## src/hw/rtl/mm4_pkg.sv

```systemverilog
// Shared types and constants for the 4x4 matrix multiplier.
// No dependencies; the controller, datapath, top level and product checker use it by scoped names.
`timescale 1ns / 1ps

package mm4_pkg;

    // Fraction bits of the fixed-point format
    localparam int FRAC_BITS = 16;

    // Result queue in the datapath, and the credit count that guards it
    localparam int FIFO_DEPTH = 4;
    localparam int FIFO_AW    = 2;
    localparam int CR_W       = 3;

    // Controller states, one-hot
    typedef enum logic [1:0] {
        ST_LOAD = 2'b01,
        ST_RUN  = 2'b10
    } state_t;

    // Commands from the controller to the datapath
    typedef struct packed {
        logic load;       // write the incoming pair into the stores
        logic issue;      // read one pair of operands for a multiply-accumulate
        logic first;      // first term of a product element
        logic last_k;     // final term of a product element
        logic last_elem;  // final element of the product matrix
    } cmd_t;

    // Control that travels beside the operands through the MAC pipeline
    typedef struct packed {
        logic valid;
        logic first;
        logic last_k;
        logic last_elem;
    } pipe_t;

endpackage

```

## src/hw/rtl/mm4_ctrl.sv

```systemverilog
// Controller of the matrix multiplier: load sequencing, MAC issue order and
// result-queue credits. Depends on mm4_pkg.
`timescale 1ns / 1ps

module mm4_ctrl #(
    parameter int DIM     = 4,
    parameter int CELLS   = DIM * DIM,
    parameter int CELL_AW = $clog2(CELLS),
    parameter int IDX_W   = $clog2(DIM)
) (
    input  logic                clk,
    input  logic                rst_n,
    input  logic                in_valid,
    output logic                in_ready,
    input  logic                out_pop,
    output mm4_pkg::cmd_t       cmd,
    output logic [CELL_AW-1:0]  wr_addr,
    output logic [CELL_AW-1:0]  left_addr,
    output logic [CELL_AW-1:0]  right_addr
);

    localparam logic [IDX_W-1:0]   IDX_LAST  = IDX_W'(DIM - 1);
    localparam logic [CELL_AW-1:0] CELL_LAST = CELL_AW'(CELLS - 1);
    localparam logic [CELL_AW-1:0] DIM_A     = CELL_AW'(DIM);

    mm4_pkg::state_t           state_reg, state_next;
    logic [CELL_AW-1:0]        load_pos_reg, load_pos_next;
    logic [IDX_W-1:0]          row_reg, row_next;
    logic [IDX_W-1:0]          col_reg, col_next;
    logic [IDX_W-1:0]          k_reg, k_next;
    logic [mm4_pkg::CR_W-1:0]  credit_reg, credit_next;
    logic                      issue;
    logic                      first;
    logic                      last_k;
    logic                      last_elem;
    logic                      start;

    assign first     = (k_reg == '0);
    assign last_k    = (k_reg == IDX_LAST);
    assign last_elem = last_k && (row_reg == IDX_LAST) && (col_reg == IDX_LAST);
    // Start a new element only with a free slot in the result queue
    assign issue     = (state_reg == mm4_pkg::ST_RUN) &&
                       (!first || (credit_reg != '0));
    assign start     = issue && first;

    assign in_ready  = (state_reg == mm4_pkg::ST_LOAD);
    assign wr_addr   = load_pos_reg;
    assign left_addr  = CELL_AW'(row_reg) * DIM_A + CELL_AW'(k_reg);
    assign right_addr = CELL_AW'(k_reg) * DIM_A + CELL_AW'(col_reg);

    assign cmd.load      = in_valid && in_ready;
    assign cmd.issue     = issue;
    assign cmd.first     = first;
    assign cmd.last_k    = last_k;
    assign cmd.last_elem = last_elem;

    always_comb
    begin
        state_next    = state_reg;
        load_pos_next = load_pos_reg;
        row_next      = row_reg;
        col_next      = col_reg;
        k_next        = k_reg;
        unique case (state_reg)
            mm4_pkg::ST_LOAD:
            begin
                if (in_valid)
                begin
                    if (load_pos_reg == CELL_LAST)
                    begin
                        load_pos_next = '0;
                        row_next      = '0;
                        col_next      = '0;
                        k_next        = '0;
                        state_next    = mm4_pkg::ST_RUN;
                    end
                    else
                    begin
                        load_pos_next = load_pos_reg + 1'b1;
                    end
                end
            end
            mm4_pkg::ST_RUN:
            begin
                if (issue)
                begin
                    if (!last_k)
                    begin
                        k_next = k_reg + 1'b1;
                    end
                    else
                    begin
                        k_next = '0;
                        if (col_reg == IDX_LAST)
                        begin
                            col_next = '0;
                            row_next = row_reg + 1'b1;
                        end
                        else
                        begin
                            col_next = col_reg + 1'b1;
                        end
                        // Reads are done; new loads may overwrite the stores
                        if (last_elem)
                        begin
                            state_next = mm4_pkg::ST_LOAD;
                        end
                    end
                end
            end
            default:
            begin
                state_next = mm4_pkg::ST_LOAD;
            end
        endcase
    end

    always_comb
    begin
        credit_next = credit_reg;
        if (start && !out_pop)
        begin
            credit_next = credit_reg - 1'b1;
        end
        else if (!start && out_pop)
        begin
            credit_next = credit_reg + 1'b1;
        end
    end

    always_ff @(posedge clk or negedge rst_n)
    begin
        if (!rst_n)
        begin
            state_reg    <= mm4_pkg::ST_LOAD;
            load_pos_reg <= '0;
            row_reg      <= '0;
            col_reg      <= '0;
            k_reg        <= '0;
            credit_reg   <= mm4_pkg::CR_W'(mm4_pkg::FIFO_DEPTH);
        end
        else
        begin
            state_reg    <= state_next;
            load_pos_reg <= load_pos_next;
            row_reg      <= row_next;
            col_reg      <= col_next;
            k_reg        <= k_next;
            credit_reg   <= credit_next;
        end
    end

endmodule

```

## src/hw/rtl/mm4_datapath.sv

```systemverilog
// Datapath of the matrix multiplier: operand stores, pipelined split
// multiplier, accumulator, round/saturate and result queue. Depends on mm4_pkg.
`timescale 1ns / 1ps

module mm4_datapath #(
    parameter int DIM         = 4,
    parameter int VALUE_WIDTH = 32,
    parameter int CELLS       = DIM * DIM,
    parameter int CELL_AW     = $clog2(CELLS)
) (
    input  logic                    clk,
    input  logic                    rst_n,
    input  mm4_pkg::cmd_t           cmd,
    input  logic [CELL_AW-1:0]      wr_addr,
    input  logic [CELL_AW-1:0]      left_addr,
    input  logic [CELL_AW-1:0]      right_addr,
    input  logic [VALUE_WIDTH-1:0]  left_in,
    input  logic [VALUE_WIDTH-1:0]  right_in,
    input  logic                    out_ready,
    output logic                    out_valid,
    output logic [VALUE_WIDTH-1:0]  out_data,
    output logic                    out_sat,
    output logic                    out_last,
    output logic                    out_pop
);

    localparam int W      = VALUE_WIDTH;
    localparam int LO_W   = W / 2;
    localparam int HI_W   = W - LO_W;
    localparam int PL_W   = W + LO_W + 1;
    localparam int PH_W   = W + HI_W;
    localparam int PROD_W = 2 * W;
    localparam int ACC_W  = 2 * W + $clog2(DIM) + 1;
    localparam int SH_W   = ACC_W - mm4_pkg::FRAC_BITS;
    localparam logic signed [ACC_W-1:0] HALF_LSB =
        ACC_W'(1) <<< (mm4_pkg::FRAC_BITS - 1);
    localparam logic [W-1:0] MAX_V = {1'b0, {(W - 1){1'b1}}};
    localparam logic [W-1:0] MIN_V = {1'b1, {(W - 1){1'b0}}};

    // Operand stores
    logic [W-1:0] left_mem  [CELLS];
    logic [W-1:0] right_mem [CELLS];

    // Pipeline
    mm4_pkg::pipe_t            s1_reg, s2_reg, s3_reg;
    logic signed [W-1:0]       a_reg, b_reg;
    logic signed [HI_W-1:0]    b_hi;
    logic signed [LO_W:0]      b_lo;
    logic signed [PH_W-1:0]    p_hi_reg;
    logic signed [PL_W-1:0]    p_lo_reg;
    logic signed [PROD_W-1:0]  prod_reg, prod_next;
    logic signed [ACC_W-1:0]   acc_reg, acc_next;
    logic                      done_valid_reg, done_last_reg;
    logic signed [ACC_W-1:0]   rnd_reg;
    logic                      rnd_valid_reg, rnd_last_reg;
    logic [SH_W-1:0]           shifted;
    logic [SH_W-W:0]           top_bits;
    logic                      in_range;
    logic [W-1:0]              sat_value;
    logic                      sat_flag;

    // Result queue
    logic [W-1:0]                 fifo_data [mm4_pkg::FIFO_DEPTH];
    logic                         fifo_sat  [mm4_pkg::FIFO_DEPTH];
    logic                         fifo_last [mm4_pkg::FIFO_DEPTH];
    logic [mm4_pkg::FIFO_AW-1:0]  wr_ptr_reg, rd_ptr_reg;
    logic [mm4_pkg::CR_W-1:0]     count_reg, count_next;
    logic                         push;

    always_ff @(posedge clk)
    begin
        if (cmd.load)
        begin
            left_mem[wr_addr]  <= left_in;
            right_mem[wr_addr] <= right_in;
        end
        if (cmd.issue)
        begin
            a_reg <= left_mem[left_addr];
            b_reg <= right_mem[right_addr];
        end
    end

    // Split the right operand: signed high half, unsigned low half
    assign b_hi = b_reg[W-1:LO_W];
    assign b_lo = {1'b0, b_reg[LO_W-1:0]};

    assign prod_next = (PROD_W'(p_hi_reg) <<< LO_W) + PROD_W'(p_lo_reg);
    assign acc_next  = s3_reg.first ? ACC_W'(prod_reg) : acc_reg + ACC_W'(prod_reg);

    always_ff @(posedge clk)
    begin
        p_hi_reg <= PH_W'(a_reg) * PH_W'(b_hi);
        p_lo_reg <= PL_W'(a_reg) * PL_W'(b_lo);
        prod_reg <= prod_next;
        if (s3_reg.valid)
        begin
            acc_reg <= acc_next;
        end
        rnd_reg       <= acc_reg + HALF_LSB;
        done_last_reg <= s3_reg.last_elem;
        rnd_last_reg  <= done_last_reg;
    end

    always_ff @(posedge clk or negedge rst_n)
    begin
        if (!rst_n)
        begin
            s1_reg         <= '0;
            s2_reg         <= '0;
            s3_reg         <= '0;
            done_valid_reg <= 1'b0;
            rnd_valid_reg  <= 1'b0;
        end
        else
        begin
            s1_reg         <= '{cmd.issue, cmd.first, cmd.last_k, cmd.last_elem};
            s2_reg         <= s1_reg;
            s3_reg         <= s2_reg;
            done_valid_reg <= s3_reg.valid && s3_reg.last_k;
            rnd_valid_reg  <= done_valid_reg;
        end
    end

    // Drop the fraction bits, then clip to the signed output range
    assign shifted   = rnd_reg[ACC_W-1:mm4_pkg::FRAC_BITS];
    assign top_bits  = shifted[SH_W-1:W-1];
    assign in_range  = (&top_bits) || !(|top_bits);
    assign sat_flag  = !in_range;
    assign sat_value = in_range ? shifted[W-1:0] :
                       (shifted[SH_W-1] ? MIN_V : MAX_V);

    assign push      = rnd_valid_reg;
    assign out_valid = (count_reg != '0);
    assign out_pop   = out_valid && out_ready;
    assign out_data  = fifo_data[rd_ptr_reg];
    assign out_sat   = fifo_sat[rd_ptr_reg];
    assign out_last  = fifo_last[rd_ptr_reg];

    always_comb
    begin
        count_next = count_reg;
        if (push && !out_pop)
        begin
            count_next = count_reg + 1'b1;
        end
        else if (!push && out_pop)
        begin
            count_next = count_reg - 1'b1;
        end
    end

    always_ff @(posedge clk)
    begin
        if (push)
        begin
            fifo_data[wr_ptr_reg] <= sat_value;
            fifo_sat[wr_ptr_reg]  <= sat_flag;
            fifo_last[wr_ptr_reg] <= rnd_last_reg;
        end
    end

    always_ff @(posedge clk or negedge rst_n)
    begin
        if (!rst_n)
        begin
            wr_ptr_reg <= '0;
            rd_ptr_reg <= '0;
            count_reg  <= '0;
        end
        else
        begin
            if (push)
            begin
                wr_ptr_reg <= wr_ptr_reg + 1'b1;
            end
            if (out_pop)
            begin
                rd_ptr_reg <= rd_ptr_reg + 1'b1;
            end
            count_reg <= count_next;
        end
    end

endmodule

```

## src/hw/rtl/matrix_multiply_4x4.sv

```systemverilog
// Top level of the fixed-point matrix multiplier.
// Instantiates mm4_ctrl and mm4_datapath; depends on mm4_pkg.
`timescale 1ns / 1ps

// Usage
//  Slave stream (s_axis_*): one transaction per matrix position, row-major.
//  Each carries an element of the left matrix A and the element of the right
//  matrix B at the same position, signed fixed point with 16 fraction bits.
//  After DIM*DIM transactions the block computes C = A*B and sends the
//  DIM*DIM elements of C on the master stream (m_axis_*) in row-major order.
//  Each element is rounded to nearest (ties toward plus infinity) and clipped
//  to the signed range; tuser marks a clipped element, tlast the final one.
// Timing
//  While loading, s_axis_tready stays high, so no transaction is held off.
//  The product runs on one pipelined multiply-accumulate unit, one term per
//  cycle unless it holds for a free slot in the result queue; s_axis_tready
//  is low meanwhile. Each term passes the operand, partial-product, product
//  and accumulator registers; a finished element then passes the round
//  register into the result queue. Loading of the next run may start as
//  soon as all terms are issued, while results still drain.
// Reset and stall
//  rst_n clears the load position, the sequencer and the result queue.
//  A stalled receiver fills a four-entry result queue; the sequencer then
//  holds before starting the next element, so no result is lost.

module matrix_multiply_4x4 #(
    parameter int DIM         = 4,
    parameter int VALUE_WIDTH = 32
) (
    input  logic                                   clk,
    input  logic                                   rst_n,
    input  logic                                   s_axis_tvalid,
    output logic                                   s_axis_tready,
    // tdata: left_element, right_element (lowest bits first), zero padded
    input  logic [((2 * VALUE_WIDTH + 7) / 8) * 8 - 1:0] s_axis_tdata,
    output logic                                   m_axis_tvalid,
    input  logic                                   m_axis_tready,
    // tdata: product_element, zero padded
    output logic [((VALUE_WIDTH + 7) / 8) * 8 - 1:0]     m_axis_tdata,
    // tuser: saturated
    output logic                                   m_axis_tuser,
    // tlast: last_of_run
    output logic                                   m_axis_tlast
);

    localparam int CELLS   = DIM * DIM;
    localparam int CELL_AW = $clog2(CELLS);
    localparam int OUT_TW  = ((VALUE_WIDTH + 7) / 8) * 8;

    mm4_pkg::cmd_t             cmd;
    logic [CELL_AW-1:0]        wr_addr;
    logic [CELL_AW-1:0]        left_addr;
    logic [CELL_AW-1:0]        right_addr;
    logic                      out_pop;
    logic [VALUE_WIDTH-1:0]    product_element;

    mm4_ctrl #(
        .DIM (DIM)
    ) u_ctrl (
        .clk        (clk),
        .rst_n      (rst_n),
        .in_valid   (s_axis_tvalid),
        .in_ready   (s_axis_tready),
        .out_pop    (out_pop),
        .cmd        (cmd),
        .wr_addr    (wr_addr),
        .left_addr  (left_addr),
        .right_addr (right_addr)
    );

    mm4_datapath #(
        .DIM         (DIM),
        .VALUE_WIDTH (VALUE_WIDTH)
    ) u_datapath (
        .clk        (clk),
        .rst_n      (rst_n),
        .cmd        (cmd),
        .wr_addr    (wr_addr),
        .left_addr  (left_addr),
        .right_addr (right_addr),
        .left_in    (s_axis_tdata[VALUE_WIDTH-1:0]),
        .right_in   (s_axis_tdata[2*VALUE_WIDTH-1:VALUE_WIDTH]),
        .out_ready  (m_axis_tready),
        .out_valid  (m_axis_tvalid),
        .out_data   (product_element),
        .out_sat    (m_axis_tuser),
        .out_last   (m_axis_tlast),
        .out_pop    (out_pop)
    );

    // Pad the result to whole bytes
    assign m_axis_tdata = OUT_TW'(product_element);

endmodule

```

## config.mk

```make
export PLATFORM = sky130hd
export DESIGN_NAME = matrix_multiply_4x4
export DESIGN_NICKNAME = d
export VERILOG_FILES = /design/src/hw/rtl/mm4_pkg.sv /design/src/hw/rtl/mm4_ctrl.sv /design/src/hw/rtl/mm4_datapath.sv /design/src/hw/rtl/matrix_multiply_4x4.sv
export SDC_FILE = /design/constraint.sdc
export NUM_CORES = 2
export LEC_CHECK = 0
export BUFFER_PORTS_ARGS = -buffer_cell sky130_fd_sc_hd__buf_4
export CORE_ASPECT_RATIO = 1.1
export CORE_MARGIN = 5
export CORE_UTILIZATION = 30
export DETAILED_ROUTE_END_ITERATION = 16
export HOLD_SLACK_MARGIN = 0.12
export PLACE_DENSITY = 0.43
export SLEW_MARGIN = 40
export SYNTH_ARGS = -nofsm -noshare
export SYNTH_HDL_FRONTEND = slang
export SYNTH_HIERARCHICAL = 1
export SYNTH_SLANG_ARGS = --single-unit
```

## constraint.sdc

```tcl
create_clock -name clk -period 13.5 [get_ports clk]
set_clock_uncertainty 0.15 [all_clocks]
set_input_delay 2.025 -clock clk [delete_from_list [all_inputs] [get_ports clk]]
set_output_delay 2.025 -clock clk [all_outputs]
set_load 0.05 [all_outputs]
```

# --- Yosys cells after proc, flatten, opt, wreduce, memory -nomap -nowiden ---
# Memories as Yosys holds them, arrays and structs flattened. A register that Yosys moved wholly into a read port is not among the register bits.
# Index checks and enable logic that the tools add are counted.
word_totals:
  wordCells: 127
  memories: 5
  register_bits: 333
  output_inout_bits: 36
  mem_bits_rw: 1160
memory_table:
  columns: ["name", "depth", "word_bits", "read_ports", "rd_ports_with_merged_regs", "write_ports", "line", "rtl"]
  rows:
  - ["u_datapath.left_mem", 16, 32, 1, 1, 1, "mm4_datapath.sv:41", "logic [W-1:0] left_mem [CELLS];"]
  - ["u_datapath.right_mem", 16, 32, 1, 1, 1, "mm4_datapath.sv:42", "logic [W-1:0] right_mem [CELLS];"]
  - ["u_datapath.fifo_data", 4, 32, 1, 0, 1, "mm4_datapath.sv:63", "logic [W-1:0] fifo_data [mm4_pkg::FIFO_DEPTH];"]
  - ["u_datapath.fifo_last", 4, 1, 1, 0, 1, "mm4_datapath.sv:65", "logic fifo_last [mm4_pkg::FIFO_DEPTH];"]
  - ["u_datapath.fifo_sat", 4, 1, 1, 0, 1, "mm4_datapath.sv:64", "logic fifo_sat [mm4_pkg::FIFO_DEPTH];"]
classes:
  n_eq_ne: 12
  n_reduce_logical: 32
  n_mux: 31
  mul: 2
  addsub: 15
op_table:
  columns: ["cell", "count"]
  rows:
  - ["adder 67 x 17 -> 67 bit (second input constant)", 1]
  - ["adder 67 x 64 -> 67 bit", 1]
  - ["2-to-1 mux 67 bit", 1]
  - ["adder 64 x 49 -> 64 bit", 1]
  - ["2-to-1 mux 32 bit", 2]
  - ["multiplier 32 x 17 -> 49 bit", 1]
  - ["multiplier 32 x 16 -> 48 bit", 1]
  - ["2-to-1 mux 2 bit", 15]
  - ["AND reduction 20 bit", 1]
  - ["OR reduction 20 bit", 1]
  - ["case mux 2 bit (2 select lines)", 4]
  - ["2-to-1 mux 3 bit", 4]
  - ["logical AND 1 bit", 11]
  - ["adder 2 x 1 -> 2 bit (second input constant)", 5]
  - ["AND reduction 5 bit", 2]
  - ["adder 4 x 2 -> 4 bit", 2]
  - ["== test 2 bit (second input constant)", 4]
  - ["adder 3 x 1 -> 3 bit (second input constant)", 2]
  - ["logical NOT 1 bit", 6]
  - ["!= test 2 x 1 -> 1 bit (second input constant)", 3]
  - ["!= test 2 bit (second input constant)", 3]
  - ["AND reduction 6 bit", 1]
  - ["nonzero test 2 bit", 3]
  - ["nonzero test 3 bit", 2]
  - ["other kinds (10)", 15]

# --- Depth between registers and ports, before layout ---
depth:
  depth_word: 9
  depth_mapped: 26
  ltp_nobuf: 25

# --- Modules after synthesis ---
# Netlist, hierarchy kept.
by_module_without_submodules:
  columns: ["mod", "area_each_um2", "seq_area_each_um2", "cells_per_inst", "n_inst"]
  rows:
  - ["mm4_datapath", 96528.8, 43576.8, 7443, 1]
  - ["mm4_ctrl", 879.6, 377.9, 88, 1]

# --- Worst setup path after synthesis ---
# No wires, ideal clock.
synth_timing:
  path_type: "input -> register"
  from: "input port s_axis_tvalid"
  to: "memory u_datapath/left_mem[0][0] (netlist name), enable pin"
  path_slack_ps: 5584
  path_stages: 4
  arrival_time_ps: 7202
  n_path_buf: 0
  path_cell_list: "nand3b_1 -> clkinv_1 -> or3b_2 -> nor3_1"
synth_rtl:
  columns: ["element", "line", "rtl"]
  rows:
  - ["from (decl)", "matrix_multiply_4x4.sv:32", "input logic s_axis_tvalid,"]
  - ["to (decl)", "mm4_datapath.sv:41", null]

# --- Worst setup path after layout ---
layout_timing:
  from: "register u_datapath.b_reg[5], read port of u_datapath.right_mem"
  to: "register u_datapath.p_lo_reg[43]"
layout_between:
  elab_chain_len: 1
layout_rtl:
  columns: ["element", "line", "rtl"]
  rows:
  - ["from (decl)", "mm4_datapath.sv:46", "logic signed [W-1:0] a_reg, b_reg;"]
  - ["multiplier 32 x 17 -> 49 bit", "mm4_datapath.sv:94", "p_lo_reg <= PL_W'(a_reg) * PL_W'(b_lo);"]
  - ["to (signal assigned)", "mm4_datapath.sv:94", null]
  - ["to (decl)", "mm4_datapath.sv:50", "logic signed [PL_W-1:0] p_lo_reg;"]
# Every way passes these cells.
# A chain may end at the register's enable or synchronous reset.

==> impl_metrics.json <==
{
  "async_reset_ff_share_pct": 2.34,
  "p_clk_share_pct": 42.2,
  "clk_pin_slew_worst_paths_ns": 0.06,
  "die_area_um2": 336000,
  "clk_latency_ns": 0.86,
  "wl_met2_mm": 128,
  "largestRegisters": "u_datapath/left_mem x512, u_datapath/right_mem x512, u_datapath/fifo_data x128",
  "total_power_mw": 11.9,
  "netlist_instances": 7531,
  "timing.hold.ws_ns": 0.176,
  "hold_end": "u_datapath/prod_reg[9]",
  "wire_per_inst_um": 21.2,
  "wirelength_mm": 256,
  "via_count": 56500,
  "crit_path_end_kind": "register",
  "syn_area_per_cell_um2": 12.9,
  "max_freq_mhz": 135,
  "highest_layer": "met5",
  "grt_util_all_layers_pct": 15.2,
  "synth_top_area_share_pct": 39.8,
  "cts_setup_buffers": 0,
  "cts_resized": 0,
  "rows": 219,
  "arrival_ns": 7.91,
  "min_path_cells": 0,
  "drive_above_1_share_pct": 12.3,
  "reg2reg_slack_ns": 6.08,
  "synth_cell_types": 96,
  "hpwl_mm": 173,
  "io_buffers": 103,
  "finalNetCount": 8998,
  "relSlewSlack_pct": 43.4,
  "grt_max_degree": 78,
  "cts_buffer_depth": 4,
  "grt_antenna_before_repair": 27,
  "setup_violations": 0,
  "power_leakage_nw": 43.7,
  "drc": 0,
  "nFillCells": 31800,
  "setup_ws_ns": 6.08,
  "cts_tree": "built",
  "area_delta_synth_final_pct": 12.5,
  "reg2reg_depth": 23,
  "ys_seq_area_share_pct": 45.1,
  "power_frac_seq_pct": 46.8,
  "yosys.area.top_type": "edfxtp_1",
  "hold_viol": 0,
  "cts.hold.buffers_added": 0,
  "p_switching_mw": 2.88,
  "die_h_um": 608,
  "num_io_pins": 104,
  "syn_nets": 8934,
  "post-route-period-util_pct": 55.0,
  "final.min_clock_period_ns": 7.42,
  "clkSinkCount": 1541,
  "rsz0062_at_grt": "no",
  "slew_viol_final": 0,
  "p_per_area_nw_per_um2": 109,
  "first_iter_violations": 3121,
  "ys_dominant_reg_cell": "edfxtp_1",
  "crit_path_start_kind": "register",
  "initial_core_util_pct": 30.1,
  "gp_congestion": 0.814,
  "synth_area_um2": 97400,
  "vdd.ir_drop.worst_mv": 0.107,
  "drtAntennaViolNets": 0,
  "path_max_fanout": 14,
  "comb_power_share_pct": 11.0,
  "r2r-end": "u_datapath/p_lo_reg[43]",
  "synth-edff-count": 1291,
  "outcome": "finished, final reports clean",
  "cts_made_buffers": 179,
  "htree_levels": 4,
  "grt_pass1_vias": 62800,
  "overflow": 0,
  "r2r-start": "u_datapath/b_reg[5]",
  "wl_met1_mm": 112,
  "synth-warning-count": 6,
  "hp-class": "reg -> reg",
  "core_um2": 323000,
  "drv_cap": 0,
  "wl_met3_mm": 10.6,
  "internal-power_mw": 9.04,
  "worst_pin_slew_ns": 0.849,
  "ys_ff_latch": 1541,
  "worstSetupPathType": "reg -> reg",
  "grt_pass1_wl_mm": 395,
  "startpoint": "u_datapath/b_reg[5]",
  "required_ns": 13.99,
  "clockRootBuffer": "clkbuf_16",
  "min-delay-start": "u_datapath/p_lo_reg[9]",
  "synth.area.top_cells": "edfxtp_1, fa_1, mux4_2",
  "die_x_um": 553,
  "via_per_inst": 4.68,
  "dp_worst_setup_slack_ns": 6.10,
  "power.share.switching_pct": 24.2,
  "drt_pass1_iterations": 5,
  "fin_tns_setup_ns": 0
}
==> per-layer routing <==
metal	up-vias	GRT usage, %
met3	349	2.44
met4	18	3.25
met1	29700	19.7
met2	937	26.8
met5	-	0
li1	25500	-
==> cell usage in the layout, fill, tap and decap left out, types with 179 or more instances in the layout <==
| cell type | instances |
|---|---|
| and2_1 | 414 |
| a21oi_1 | 179 |
| xnor2_1 | 186 |
| nand2_1 | 820 |
| mux4_2 | 354 |
| fa_1 | 979 |
| buf_4 | 214 |
| ha_1 | 356 |
| o21ai_0 | 192 |
| clkbuf_16 | 184 |
| inv_1 | 1224 |
| edfxtp_1 | 1291 |
| dfxtp_1 | 214 |
==> synthesized netlist by cell type (5+ instances only) <==
master    number
dfxtp_1      214
a221oi_1       7
a22o_1         5
a21boi_0      11
nor3b_1        6
dfrtp_1       34
and2_1       414
o21bai_1      30
o21a_1        27
a21o_1       138
buf_1         23
a31oi_1       25
or2_2          7
clkbuf_1     308
nor2b_1       28
ha_1         356
nand2b_1      29
a21oi_1      179
o21ai_1       12
nand3_1       66
buf_4          7
nand2_1      820
edfxtp_1    1291
or3_1          6
o31ai_1       13
buf_2         10
nor4_1         9
mux4_2       354
xnor2_1      186
a211oi_1      16
o21ai_0      192
mux2_2         5
and4_1        16
a32oi_1        5
a311oi_1       7
fa_1         979
o211ai_1      15
xor2_1        79
nor2_1       159
or3b_2         5
nor3_1        31
nand4_1       49
and3_1        40
inv_1       1224
==> worst max-delay path, cell delays in order (launching register included) <==
cell and delay, ns:
edfxtp_1 0.54, buf_6 0.22, buf_6 0.16, and2_1 0.18, fa_1 0.54, inv_1 0.06
fa_1 0.48, fa_1 0.52, inv_1 0.05, fa_1 0.50, fa_1 0.51, inv_1 0.05
fa_1 0.48, inv_1 0.04, ha_1 0.37, a21oi_1 0.20, o21ai_0 0.13, a221oi_1 0.33
o21ai_0 0.17, a41oi_2 0.41, o221a_2 0.34, o21a_1 0.16, o21ai_1 0.11, xor2_1 0.49
==> area by class of cell <==
cell class | count | area [um^2] | area share [%]
inverters | 1225 | 4600 | 4.19
clock buffers | 220 | 4890 | 4.46
well taps | 4309 | 5390 | 4.92
multi-input cells | 4415 | 47600 | 43.4
clock inverters | 107 | 1240 | 1.13
repair buffers | 233 | 1860 | 1.69
diodes | 14 | 35.0 | 0.0320
flip-flops and latches | 1541 | 44000 | 40.1
==> worst max-delay path by stage <==
stage | slack, ns | endpoint | cells after the start
2_1_floorplan | 5.58 | u_datapath/left_mem[0][0] | 4
3_3_place_gp | 5.88 | u_datapath/p_lo_reg[43] | 21
3_5_place_dp | 6.10 | u_datapath/p_hi_reg[47] | 24
4_1_cts | 6.04 | u_datapath/p_lo_reg[43] | 21
5_1_grt | 5.71 | u_datapath/p_lo_reg[43] | 23
6_report | 6.08 | u_datapath/p_lo_reg[43] | 23
==> power groups by stage <==
stage / combinational (mW) / clock (mW) / sequential, mW
3_3_place_gp: 1.33 / 0 / 5.69
3_5_place_dp: 1.34 / 0 / 5.70
5_1_grt: 1.40 / 5.42 / 5.61
4_1_cts: 1.34 / 5.22 / 5.60
6_report: 1.31 / 5.03 / 5.58
2_1_floorplan: 0.854 / 0 / 5.62
==> through the flow <==
step / std cells / utilization (%) / area [um^2]
2_1_floorplan: 7531 / - / 97400
3_3_place_gp: 11700 / 31.9 / 103000
3_5_place_dp: 11700 / 32.0 / 103000
4_1_cts: 12000 / 33.9 / 110000
5_1_grt: 12100 / 33.9 / 110000
6_report: 12100 / 33.9 / 110000
==> cells by family (layout without fill, tap and decap cells) <==
family | count (synthesis) | in the layout | synth area share (%)
flip-flops | 1541 | 1541 | 45.1
other | 0 | 14 | 0
buffers and inverters | 1575 | 1785 | 6.12
XOR/XNOR | 265 | 265 | 2.38
AO/OA/AOI/OAI | 749 | 749 | 4.99
adder cells (fa/ha/maj) | 1335 | 1335 | 24.7
multiplexers | 360 | 360 | 8.25
AND/OR/NAND/NOR | 1706 | 1706 | 8.43
(Power assumes the default switching activity.)
